`config.mk`:
```
export PLATFORM = sky130hd
export DESIGN_NAME = day_number_to_civil_date
export DESIGN_NICKNAME = d
export VERILOG_FILES = /design/src/design/dncd_pkg.sv /design/src/design/dncd_weekday.sv /design/src/design/dncd_month_split.sv /design/src/design/day_number_to_civil_date.sv
export SDC_FILE = /design/constraint.sdc
export NUM_CORES = 2
export LEC_CHECK = 0
export ABC_AREA = 1
export BUFFER_PORTS_ARGS = -buffer_cell sky130_fd_sc_hd__buf_2
export CORE_ASPECT_RATIO = 1.75
export CORE_MARGIN = 5
export CORE_UTILIZATION = 45
export CTS_BUF_LIST = sky130_fd_sc_hd__clkbuf_4 sky130_fd_sc_hd__clkbuf_8 sky130_fd_sc_hd__clkbuf_16
export DETAILED_ROUTE_END_ITERATION = 7
export GPL_TIMING_DRIVEN = 0
export MAX_ROUTING_LAYER = met4
export PLACE_DENSITY = 0.64
export REMOVE_ABC_BUFFERS = 1
export SKIP_CTS_REPAIR_TIMING = 1
export SYNTH_ARGS = -nofsm -noshare
export SYNTH_HDL_FRONTEND = slang
export SYNTH_SLANG_ARGS = --single-unit
```
`constraint.sdc`:
```
create_clock -name clock -period 15.74 [get_ports clock]
set_input_delay 1.574 -clock clock [delete_from_list [all_inputs] [get_ports clock]]
set_output_delay 1.574 -clock clock [all_outputs]
set_load 0.02 [all_outputs]
```
`src/design/dncd_pkg.sv`:
```
package dncd_pkg;

   // port field widths
   localparam int DayW     = 30;
   localparam int YearW    = 21;
   localparam int MonthW   = 4;
   localparam int DomW     = 5;
   localparam int WeekdayW = 3;

   // internal widths
   localparam int ZW      = 31;  // biased day count, always positive
   localparam int EraW    = 13;  // biased era index
   localparam int DoeW    = 18;  // day of era, 0..146096
   localparam int YoeW    = 9;   // year of era, 0..399
   localparam int DoyW    = 9;   // day of March-based year, 0..365
   localparam int MpW     = 4;   // March-based month, 0..11
   localparam int YbW     = 23;  // signed astronomical year
   localparam int SpanW   = 11;  // 5 * doy + 2

   // calendar constants
   localparam int DaysToMar0000 = 719468;
   localparam int DaysPerEra    = 146097;
   localparam int LastDoe       = 146096;
   localparam int DaysPer4Yr    = 1460;
   localparam int DaysPerCent   = 36524;
   localparam int DaysPerYear   = 365;
   localparam int MonthSpan     = 153;
   localparam int MonthScale    = 5;
   localparam int MonthRound    = 2;
   localparam int YearsPerEra   = 400;
   localparam int MonthsPerYear = 12;
   localparam int MarchOffset   = 3;   // March-based month to January-based
   localparam int JanuaryMp     = 10;  // March-based index of January
   localparam int February      = 2;
   localparam int DaysPerWeek   = 7;
   localparam int WeekdayBias   = 3;   // (doe + 3) mod 7 is the weekday

   // Bias the day count by whole eras so the era division sees only positive values.
   // 146097 is a multiple of 7, so the bias leaves the weekday alone.
   localparam int EraBias  = 3680;
   localparam int ZBias    = DaysToMar0000 + EraBias * DaysPerEra;
   localparam int YearBias = EraBias * YearsPerEra;

   localparam int NumStages = 7;

   // Exact floor division by constants: multiply by ceil(2^S / D) and shift by S,
   // with 2^S larger than (largest dividend) * D.
   localparam int EraShift   = 49;
   localparam logic [31:0] EraRecip =
      32'(((64'd1 << EraShift) + 64'(DaysPerEra) - 64'd1) / 64'(DaysPerEra));

   localparam int Div4YrShift = 29;
   localparam logic [18:0] Div4YrRecip =
      19'(((64'd1 << Div4YrShift) + 64'(DaysPer4Yr) - 64'd1) / 64'(DaysPer4Yr));

   localparam int DivCentShift = 34;
   localparam logic [18:0] DivCentRecip =
      19'(((64'd1 << DivCentShift) + 64'(DaysPerCent) - 64'd1) / 64'(DaysPerCent));

   localparam int DivYearShift = 27;
   localparam logic [18:0] DivYearRecip =
      19'(((64'd1 << DivYearShift) + 64'(DaysPerYear) - 64'd1) / 64'(DaysPerYear));

   localparam int Div100Shift = 16;
   localparam logic [9:0] Div100Recip =
      10'(((64'd1 << Div100Shift) + 64'd99) / 64'd100);

   localparam int DivSpanShift = 19;
   localparam logic [11:0] DivSpanRecip =
      12'(((64'd1 << DivSpanShift) + 64'(MonthSpan) - 64'd1) / 64'(MonthSpan));

   function automatic logic [EraW-1:0] era_div(input logic [ZW-1:0] n);
      logic [62:0] p;
      p = 63'(n) * 63'(EraRecip);
      return p[EraShift+EraW-1:EraShift];
   endfunction

   function automatic logic [6:0] div_4yr(input logic [DoeW-1:0] n);
      logic [36:0] p;
      p = 37'(n) * 37'(Div4YrRecip);
      return p[Div4YrShift+6:Div4YrShift];
   endfunction

   function automatic logic [2:0] div_cent(input logic [DoeW-1:0] n);
      logic [36:0] p;
      p = 37'(n) * 37'(DivCentRecip);
      return p[DivCentShift+2:DivCentShift];
   endfunction

   function automatic logic [YoeW-1:0] div_year(input logic [DoeW-1:0] n);
      logic [36:0] p;
      p = 37'(n) * 37'(DivYearRecip);
      return p[DivYearShift+YoeW-1:DivYearShift];
   endfunction

   function automatic logic [1:0] div_100(input logic [YoeW-1:0] n);
      logic [18:0] p;
      p = 19'(n) * 19'(Div100Recip);
      return p[Div100Shift+1:Div100Shift];
   endfunction

   function automatic logic [MpW-1:0] div_span(input logic [SpanW-1:0] n);
      logic [22:0] p;
      p = 23'(n) * 23'(DivSpanRecip);
      return p[DivSpanShift+MpW-1:DivSpanShift];
   endfunction

   // first day of each March-based month within the March-based year
   function automatic logic [DoyW-1:0] month_start(input logic [MpW-1:0] mp);
      logic [DoyW-1:0] s;
      unique case (mp)
         4'd0:    s = 9'd0;
         4'd1:    s = 9'd31;
         4'd2:    s = 9'd61;
         4'd3:    s = 9'd92;
         4'd4:    s = 9'd122;
         4'd5:    s = 9'd153;
         4'd6:    s = 9'd184;
         4'd7:    s = 9'd214;
         4'd8:    s = 9'd245;
         4'd9:    s = 9'd275;
         4'd10:   s = 9'd306;
         4'd11:   s = 9'd337;
         default: s = 9'd0;
      endcase
      return s;
   endfunction

endpackage

```
`src/design/dncd_weekday.sv`:
```
// Weekday from day of era: (doe + 3) mod 7, folded on octal digits since 8 = 1 mod 7.
module dncd_weekday (
   input  logic [dncd_pkg::DoeW-1:0]     doe,
   output logic [dncd_pkg::WeekdayW-1:0] weekday
);

   logic [dncd_pkg::DoeW-1:0] biased;
   logic [5:0]                fold1;
   logic [3:0]                fold2;

   always_comb begin
      biased = doe + dncd_pkg::DoeW'(dncd_pkg::WeekdayBias);
      fold1  = '0;
      for (int i = 0; i < dncd_pkg::DoeW / 3; i++) begin
         fold1 = fold1 + 6'(biased[3*i +: 3]);
      end
      fold2 = 4'(fold1[5:3]) + 4'(fold1[2:0]);
      // fold2 is at most 11, one subtract finishes the reduction
      if (fold2 >= 4'(dncd_pkg::DaysPerWeek)) begin
         weekday = 3'(fold2 - 4'(dncd_pkg::DaysPerWeek));
      end else begin
         weekday = fold2[2:0];
      end
   end

endmodule

```
`src/design/dncd_month_split.sv`:
```
// Split a March-based day of year into March-based month and day of month.
module dncd_month_split (
   input  logic [dncd_pkg::DoyW-1:0] doy,
   output logic [dncd_pkg::MpW-1:0]  mp,
   output logic [dncd_pkg::DomW-1:0] day_of_month
);

   logic [dncd_pkg::SpanW-1:0] span;
   logic [dncd_pkg::DoyW-1:0]  offset;

   always_comb begin
      span   = dncd_pkg::SpanW'(doy) * dncd_pkg::SpanW'(dncd_pkg::MonthScale)
               + dncd_pkg::SpanW'(dncd_pkg::MonthRound);
      mp     = dncd_pkg::div_span(span);
      offset = doy - dncd_pkg::month_start(mp) + 9'd1;
      day_of_month = offset[dncd_pkg::DomW-1:0];
   end

endmodule

```
`src/design/day_number_to_civil_date.sv`:
```
// Converts a signed day count (day 0 = 1970-01-01, 30-bit two's complement) into the
// proleptic Gregorian date and weekday. Years at or before astronomical year 0 come
// out as BC (rsp_era_flag = 0) with year 1 - y, so there is no year zero; weekday 0 is
// Sunday. Every 30-bit input gives a valid date, no saturation. The block is a
// seven-stage pipeline behind an output register that every transfer on req passes
// through to rsp; one transfer per cycle is sustained while rsp is not stalled.
// Each stage advances whenever the stage after it is empty or moving, so bubbles fill
// up under a stalled output and req_stall only rises once every stage holds an item.
// The stages follow the era method: bias and era division (one 31x32 multiply),
// day-of-era remainder, century/leap corrections, year of era, day of year, month split,
// and finally the month, year and era fix-up into the output register.
module day_number_to_civil_date (
   input  logic                           clock,
   input  logic                           reset,

   input  logic                           req_valid,
   output logic                           req_stall,
   input  logic signed [dncd_pkg::DayW-1:0] req_day_number,

   output logic                           rsp_valid,
   input  logic                           rsp_stall,
   output logic                           rsp_era_flag,
   output logic [dncd_pkg::YearW-1:0]     rsp_year_in_era,
   output logic [dncd_pkg::MonthW-1:0]    rsp_month_number,
   output logic [dncd_pkg::DomW-1:0]      rsp_day_of_month,
   output logic [dncd_pkg::WeekdayW-1:0]  rsp_weekday
);

   localparam int NS = dncd_pkg::NumStages;

   // pipeline control
   logic [NS-1:0] stage_valid_ff, stage_valid_in;
   logic          rsp_valid_ff, rsp_valid_in;
   logic [NS:0]   ready;

   // stage 0: captured input
   logic signed [dncd_pkg::DayW-1:0] day0_ff;

   // stage 1: biased day count and era
   logic [dncd_pkg::ZW-1:0]   z1_ff, z1_in;
   logic [dncd_pkg::EraW-1:0] era1_ff, era1_in;
   logic signed [31:0]        z_sum;

   // stage 2: day of era
   logic [dncd_pkg::DoeW-1:0] doe2_ff, doe2_in;
   logic [dncd_pkg::EraW-1:0] era2_ff;
   logic [dncd_pkg::ZW-1:0]   era_days;
   logic [dncd_pkg::ZW-1:0]   doe_full;

   // stage 3: leap-corrected day of era, weekday
   logic [dncd_pkg::DoeW-1:0]     t3_ff, t3_in;
   logic [dncd_pkg::DoeW-1:0]     doe3_ff;
   logic [dncd_pkg::EraW-1:0]     era3_ff;
   logic [dncd_pkg::WeekdayW-1:0] wd3_ff, wd3_in;

   // stage 4: year of era
   logic [dncd_pkg::YoeW-1:0]     yoe4_ff, yoe4_in;
   logic [dncd_pkg::DoeW-1:0]     doe4_ff;
   logic [dncd_pkg::EraW-1:0]     era4_ff;
   logic [dncd_pkg::WeekdayW-1:0] wd4_ff;

   // stage 5: day of year and base year
   logic [dncd_pkg::DoyW-1:0]        doy5_ff, doy5_in;
   logic signed [dncd_pkg::YbW-1:0]  yb5_ff, yb5_in;
   logic [dncd_pkg::WeekdayW-1:0]    wd5_ff;
   logic [dncd_pkg::DoeW-1:0]        year_days;

   // stage 6: March-based month and day of month
   logic [dncd_pkg::MpW-1:0]         mp6_ff, mp6_in;
   logic [dncd_pkg::DomW-1:0]        dom6_ff, dom6_in;
   logic signed [dncd_pkg::YbW-1:0]  yb6_ff;
   logic [dncd_pkg::WeekdayW-1:0]    wd6_ff;

   // output register
   logic                             era_ff, era_in;
   logic [dncd_pkg::YearW-1:0]       year_ff, year_in;
   logic [dncd_pkg::MonthW-1:0]      month_ff, month_in;
   logic [dncd_pkg::DomW-1:0]        dom_ff;
   logic [dncd_pkg::WeekdayW-1:0]    wd_ff;
   logic                             jan_feb;
   logic signed [dncd_pkg::YbW-1:0]  astro_year;
   logic signed [dncd_pkg::YbW-1:0]  bc_year;

   // ---------------- pipeline control ----------------
   // A stage may load when it is empty or when its content moves on.
   always_comb begin
      ready[NS] = !rsp_valid_ff || !rsp_stall;
      for (int k = NS - 1; k >= 0; k--) begin
         ready[k] = !stage_valid_ff[k] || ready[k+1];
      end
      stage_valid_in[0] = ready[0] ? req_valid : stage_valid_ff[0];
      for (int k = 1; k < NS; k++) begin
         stage_valid_in[k] = ready[k] ? stage_valid_ff[k-1] : stage_valid_ff[k];
      end
      rsp_valid_in = ready[NS] ? stage_valid_ff[NS-1] : rsp_valid_ff;
   end

   always_ff @(posedge clock) begin
      if (reset) begin
         stage_valid_ff <= '0;
         rsp_valid_ff   <= 1'b0;
      end else begin
         stage_valid_ff <= stage_valid_in;
         rsp_valid_ff   <= rsp_valid_in;
      end
   end

   assign req_stall = !ready[0];

   // ---------------- datapath ----------------
   // stage 0 -> 1: bias by whole eras, then divide by the era length
   always_comb begin
      z_sum   = 32'(day0_ff) + 32'(dncd_pkg::ZBias);
      z1_in   = z_sum[dncd_pkg::ZW-1:0];
      era1_in = dncd_pkg::era_div(z1_in);
   end

   // stage 1 -> 2: remainder within the era
   always_comb begin
      era_days = dncd_pkg::ZW'(era1_ff) * dncd_pkg::ZW'(dncd_pkg::DaysPerEra);
      doe_full = z1_ff - era_days;
      doe2_in  = doe_full[dncd_pkg::DoeW-1:0];
   end

   // stage 2 -> 3: drop leap days so that a plain divide by 365 gives the year
   always_comb begin
      t3_in = doe2_ff
              - dncd_pkg::DoeW'(dncd_pkg::div_4yr(doe2_ff))
              + dncd_pkg::DoeW'(dncd_pkg::div_cent(doe2_ff))
              - dncd_pkg::DoeW'(doe2_ff == dncd_pkg::DoeW'(dncd_pkg::LastDoe));
   end

   dncd_weekday u_weekday (
      .doe     (doe2_ff),
      .weekday (wd3_in)
   );

   // stage 3 -> 4: year of era
   assign yoe4_in = dncd_pkg::div_year(t3_ff);

   // stage 4 -> 5: day of the March-based year, and the astronomical base year
   always_comb begin
      year_days = dncd_pkg::DoeW'(yoe4_ff) * dncd_pkg::DoeW'(dncd_pkg::DaysPerYear)
                  + dncd_pkg::DoeW'(yoe4_ff >> 2)
                  - dncd_pkg::DoeW'(dncd_pkg::div_100(yoe4_ff));
      doy5_in = dncd_pkg::DoyW'(doe4_ff - year_days);
      yb5_in  = dncd_pkg::YbW'(yoe4_ff)
                + dncd_pkg::YbW'(era4_ff) * dncd_pkg::YbW'(dncd_pkg::YearsPerEra)
                - dncd_pkg::YbW'(dncd_pkg::YearBias);
   end

   // stage 5 -> 6: month split
   dncd_month_split u_month_split (
      .doy          (doy5_ff),
      .mp           (mp6_in),
      .day_of_month (dom6_in)
   );

   // stage 6 -> output: January and February belong to the next year; fold
   // non-positive years into the BC era
   always_comb begin
      jan_feb = mp6_ff >= dncd_pkg::MpW'(dncd_pkg::JanuaryMp);
      if (jan_feb) begin
         month_in = mp6_ff - dncd_pkg::MpW'(dncd_pkg::MonthsPerYear - dncd_pkg::MarchOffset);
      end else begin
         month_in = mp6_ff + dncd_pkg::MpW'(dncd_pkg::MarchOffset);
      end
      astro_year = yb6_ff + dncd_pkg::YbW'(jan_feb);
      bc_year    = dncd_pkg::YbW'(1) - astro_year;
      if (astro_year <= 0) begin
         era_in  = 1'b0;
         year_in = bc_year[dncd_pkg::YearW-1:0];
      end else begin
         era_in  = 1'b1;
         year_in = astro_year[dncd_pkg::YearW-1:0];
      end
   end

   // payload registers: load when the stage takes a new item, hold otherwise
   always_ff @(posedge clock) begin
      if (ready[0]) begin
         day0_ff <= req_day_number;
      end
      if (ready[1]) begin
         z1_ff   <= z1_in;
         era1_ff <= era1_in;
      end
      if (ready[2]) begin
         doe2_ff <= doe2_in;
         era2_ff <= era1_ff;
      end
      if (ready[3]) begin
         t3_ff   <= t3_in;
         doe3_ff <= doe2_ff;
         era3_ff <= era2_ff;
         wd3_ff  <= wd3_in;
      end
      if (ready[4]) begin
         yoe4_ff <= yoe4_in;
         doe4_ff <= doe3_ff;
         era4_ff <= era3_ff;
         wd4_ff  <= wd3_ff;
      end
      if (ready[5]) begin
         doy5_ff <= doy5_in;
         yb5_ff  <= yb5_in;
         wd5_ff  <= wd4_ff;
      end
      if (ready[6]) begin
         mp6_ff  <= mp6_in;
         dom6_ff <= dom6_in;
         yb6_ff  <= yb5_ff;
         wd6_ff  <= wd5_ff;
      end
      if (ready[NS]) begin
         era_ff   <= era_in;
         year_ff  <= year_in;
         month_ff <= month_in;
         dom_ff   <= dom6_ff;
         wd_ff    <= wd6_ff;
      end
   end

   assign rsp_valid        = rsp_valid_ff;
   assign rsp_era_flag     = era_ff;
   assign rsp_year_in_era  = year_ff;
   assign rsp_month_number = month_ff;
   assign rsp_day_of_month = dom_ff;
   assign rsp_weekday      = wd_ff;

   // ---------------- assertions ----------------
   a_full_stall: assert property (@(posedge clock) disable iff (reset)
      (&stage_valid_ff && rsp_valid_ff && rsp_stall) |-> req_stall)
      else $error("pipeline full under stall but input still taken");

   a_drain: assert property (@(posedge clock) disable iff (reset)
      (rsp_valid_ff && !rsp_stall && !stage_valid_ff[NS-1]) |=> !rsp_valid_ff)
      else $error("result repeated after its transfer");

   a_month_range: assert property (@(posedge clock) disable iff (reset)
      rsp_valid_ff |-> (rsp_month_number >= 4'd1 &&
                        rsp_month_number <= dncd_pkg::MonthW'(dncd_pkg::MonthsPerYear)))
      else $error("month out of range");

   a_day_range: assert property (@(posedge clock) disable iff (reset)
      rsp_valid_ff |-> (rsp_day_of_month != '0 &&
                        rsp_weekday < dncd_pkg::WeekdayW'(dncd_pkg::DaysPerWeek) &&
                        rsp_year_in_era != '0))
      else $error("day, weekday or year out of range");

   a_february: assert property (@(posedge clock) disable iff (reset)
      (rsp_valid_ff && rsp_month_number == dncd_pkg::MonthW'(dncd_pkg::February))
      |-> rsp_day_of_month <= 5'd29)
      else $error("February day past 29");

endmodule
```
==> impl_metrics.toml <==
[run_status]
status = "completed"

[drt]
ant_nets = 0
viasPerCell = 5.117
wl_met2_um = 81120
wl_per_cell_um = 19.12
routed.top_layer = "met4"
routed_wl_um = 146900
drtIter0Drc = 1522
met3_length_um = 3929
vias = 39320
wirelength_met1_um = 48080
drc = 0
firstDrtPassIters = 5

[worst_hold_path]
hold_path_class = "flop to flop"
min_path_cells = 0
hold_end = "era4_ff[1]$_DFFE_PP_"
hold_start = "era3_ff[1]$_DFFE_PP_"

[synthesis]
synth_cells = 5921
synth_edf_count = 273
syn-cell-area_um2 = 55530
yosysWarnings = 0
yosysSeqAreaShare_pct = 15.05
ys_types = 50
synth_ff_type = "edfxtp_1"
async_flop_share_pct = 0
synth_seq_cells = 281
synth.avg_cell_area_um2 = 9.379

[die]
coreArea_um2 = 122700
die_w_um = 275.6
ios = 70
rows = 170
die_h_um = 474.7
die-area_um2 = 130800
start_util_pct = 45.25

[cts]
cts_buffers = 34
clock_path_buffers = 3
cts.sinks = 281
tritoncts = "built"
clock_latency_ns = 0.57
htree_levels = 2
path_clk_slew_ns = 0.06
clockRootBuffer = "clkbuf_16"

[grt]
grt_max_degree = 46
antenna_found_initial = 0
grt_pass1_wl_um = 232400
gr-total-overflow = 0
track_usage_pct = 23.73
grt_pass1_vias = 43880

[cells_and_area]
final_area_um2 = 59110
area_delta_synth_final_pct = 6.442
final_cell_mix = "1673 x inv_1, 1122 x ha_1, 835 x fa_1, 708 x nand2_1, 273 x edfxtp_1"
nets = 8014
diodes = 0
drive_above_1_share_pct = 2.910
final_common_cell = "inv_1"
final_cells = 7683
fin_util_pct = 48.16
fill_cells = 11650

[placed_design]
placed_cells = 7619
gp_congestion = 0.9863
port_buffers = 69
hpwlAfterDp_um = 130500
placed_area_um2 = 57940

[sta]
post-route-min-period_ns = 10.53
setup-tns-final_ns = 0
post-route-period-util_pct = 66.87
finalHoldViolCount = 0
fin_skew_ns = 0.02867
worst_slew_pin_slew_ns = 1.456
rsz0062_at_grt = "false"
timing.fmax_mhz = 95.01
finalSetupViolCount = 0
slew_violations = 0
slew_headroom_pct = 2.586

[critical_path]
crit_arrival_ns = 10.85
rr_worst_depth = 36
cp_slowest_stage_delay_ns = 1.10
r2r_end = "era1_ff[12]$_DFFE_PP_"
path_buf_inv = 9
critical_path.max_fanout = 8
crit_family = "adder cells"
critPathSlowestCell = "xor2_1"
critPathLaunchType = "flop"
rrSetupSlack_ns = 5.21
critical_path_required_ns = 16.06
critical_path_class = "flop to flop"
r2r_start = "day0_ff[2]$_DFFE_PN_"
critPathCaptureType = "flop"

[flow_run]
maxCapViolations = 0
==> cells in the mapped netlist (11+ instances only) <==
master    number  area (µm²)
o21ai_0      121       605.6
a21oi_1      229        1146
o211ai_1      11       82.58
a21o_1        26       195.2
o21bai_1      33       247.7
nor4_1        14       87.58
nand3b_1      15       112.6
fa_1         835       16720
edfxtp_1     273        8198
nor3_1        49       245.2
ha_1        1122       14040
nor2_1       264       991.0
nand2_1      709        2661
xor2_1       129        1130
a31oi_1       17       106.4
inv_1       1675        6287
xnor2_1       74       648.1
nand4_1       60       375.4
nand3_1      165       825.8
==> metal layers <==
metal | GRT usage [%] | vias to the layer above
met5 | - | -
met2 | 45.41 | 876
met4 | 16.42 | 0
li1 | - | 18660
met3 | 1.797 | 520
met1 | 21.95 | 19260
==> stage by stage <==
step           setup WS (ns)  hold WS, ns
6_report               5.215       0.4148
5_1_grt                5.035       0.4194
4_1_cts                4.230       0.4122
3_5_place_dp           4.246       0.4045
3_3_place_gp           4.013       0.4008
2_1_floorplan          6.393       0.4003
==> worst reg2reg max path, delay by kind of cell, from the launching register on <==
family / cells / cell delay (ns)
xor+xnor: 1 / 1.10
simple gates: 15 / 1.84
fa+ha+maj: 10 / 4.75
compound gates: 1 / 0.54
buf+inv: 9 / 1.54
flops: 1 / 0.52
==> flip-flops by register name, indices dropped and copies added (netlist names), 4 cells and up <==
register,cells
day0_ff,30
yb5_ff,23
yb6_ff,23
rsp_year_in_era,21
doe2_ff,18
t3_ff,18
z1_ff,18
era1_ff,13
era2_ff,13
era3_ff,13
era4_ff,13
doe3_ff,9
doe4_ff,9
doy5_ff,9
yoe4_ff,9
stage_valid_ff,7
dom6_ff,5
rsp_day_of_month,5
mp6_ff,4
rsp_month_number,4
==> worst max-delay path by stage <==
stage | start | to | cells past startpoint
detailed placement | rsp_stall | req_stall | 16
finish | day0_ff[2]$_DFFE_PN_ | era1_ff[12]$_DFFE_PP_ | 36
floorplan | rsp_stall | req_stall | 14
global route | day0_ff[2]$_DFFE_PN_ | era1_ff[12]$_DFFE_PP_ | 36
CTS | rsp_stall | req_stall | 16
global placement | rsp_stall | req_stall | 16
==> cell families after synthesis <==
family | count (synthesis) | share of synthesized area [%]
buffers and inverters | 1688 | 11.43
flip-flops | 281 | 15.05
XOR/XNOR | 203 | 3.202
adder cells (fa/ha/maj) | 1957 | 55.38
AND/OR/NAND/NOR | 1313 | 10.03
AO/OA/AOI/OAI | 478 | 4.889
multiplexers | 1 | 0.02028
==> cell type report <==
class / count / area, µm² / area share, %
inverters: 1681 / 6310 / 10.67
repair buffers: 73 / 430.4 / 0.7282
flip-flops and latches: 281 / 8358 / 14.14
clock inverters: 22 / 216.5 / 0.3662
clock buffers: 40 / 895.9 / 1.516
well taps: 1634 / 2044 / 3.459
multi-input cells: 3952 / 40850 / 69.12
Power is left out: the tool's default activity adds up to more than one toggle a clock period on the data nets, which glitch-free logic cannot reach.
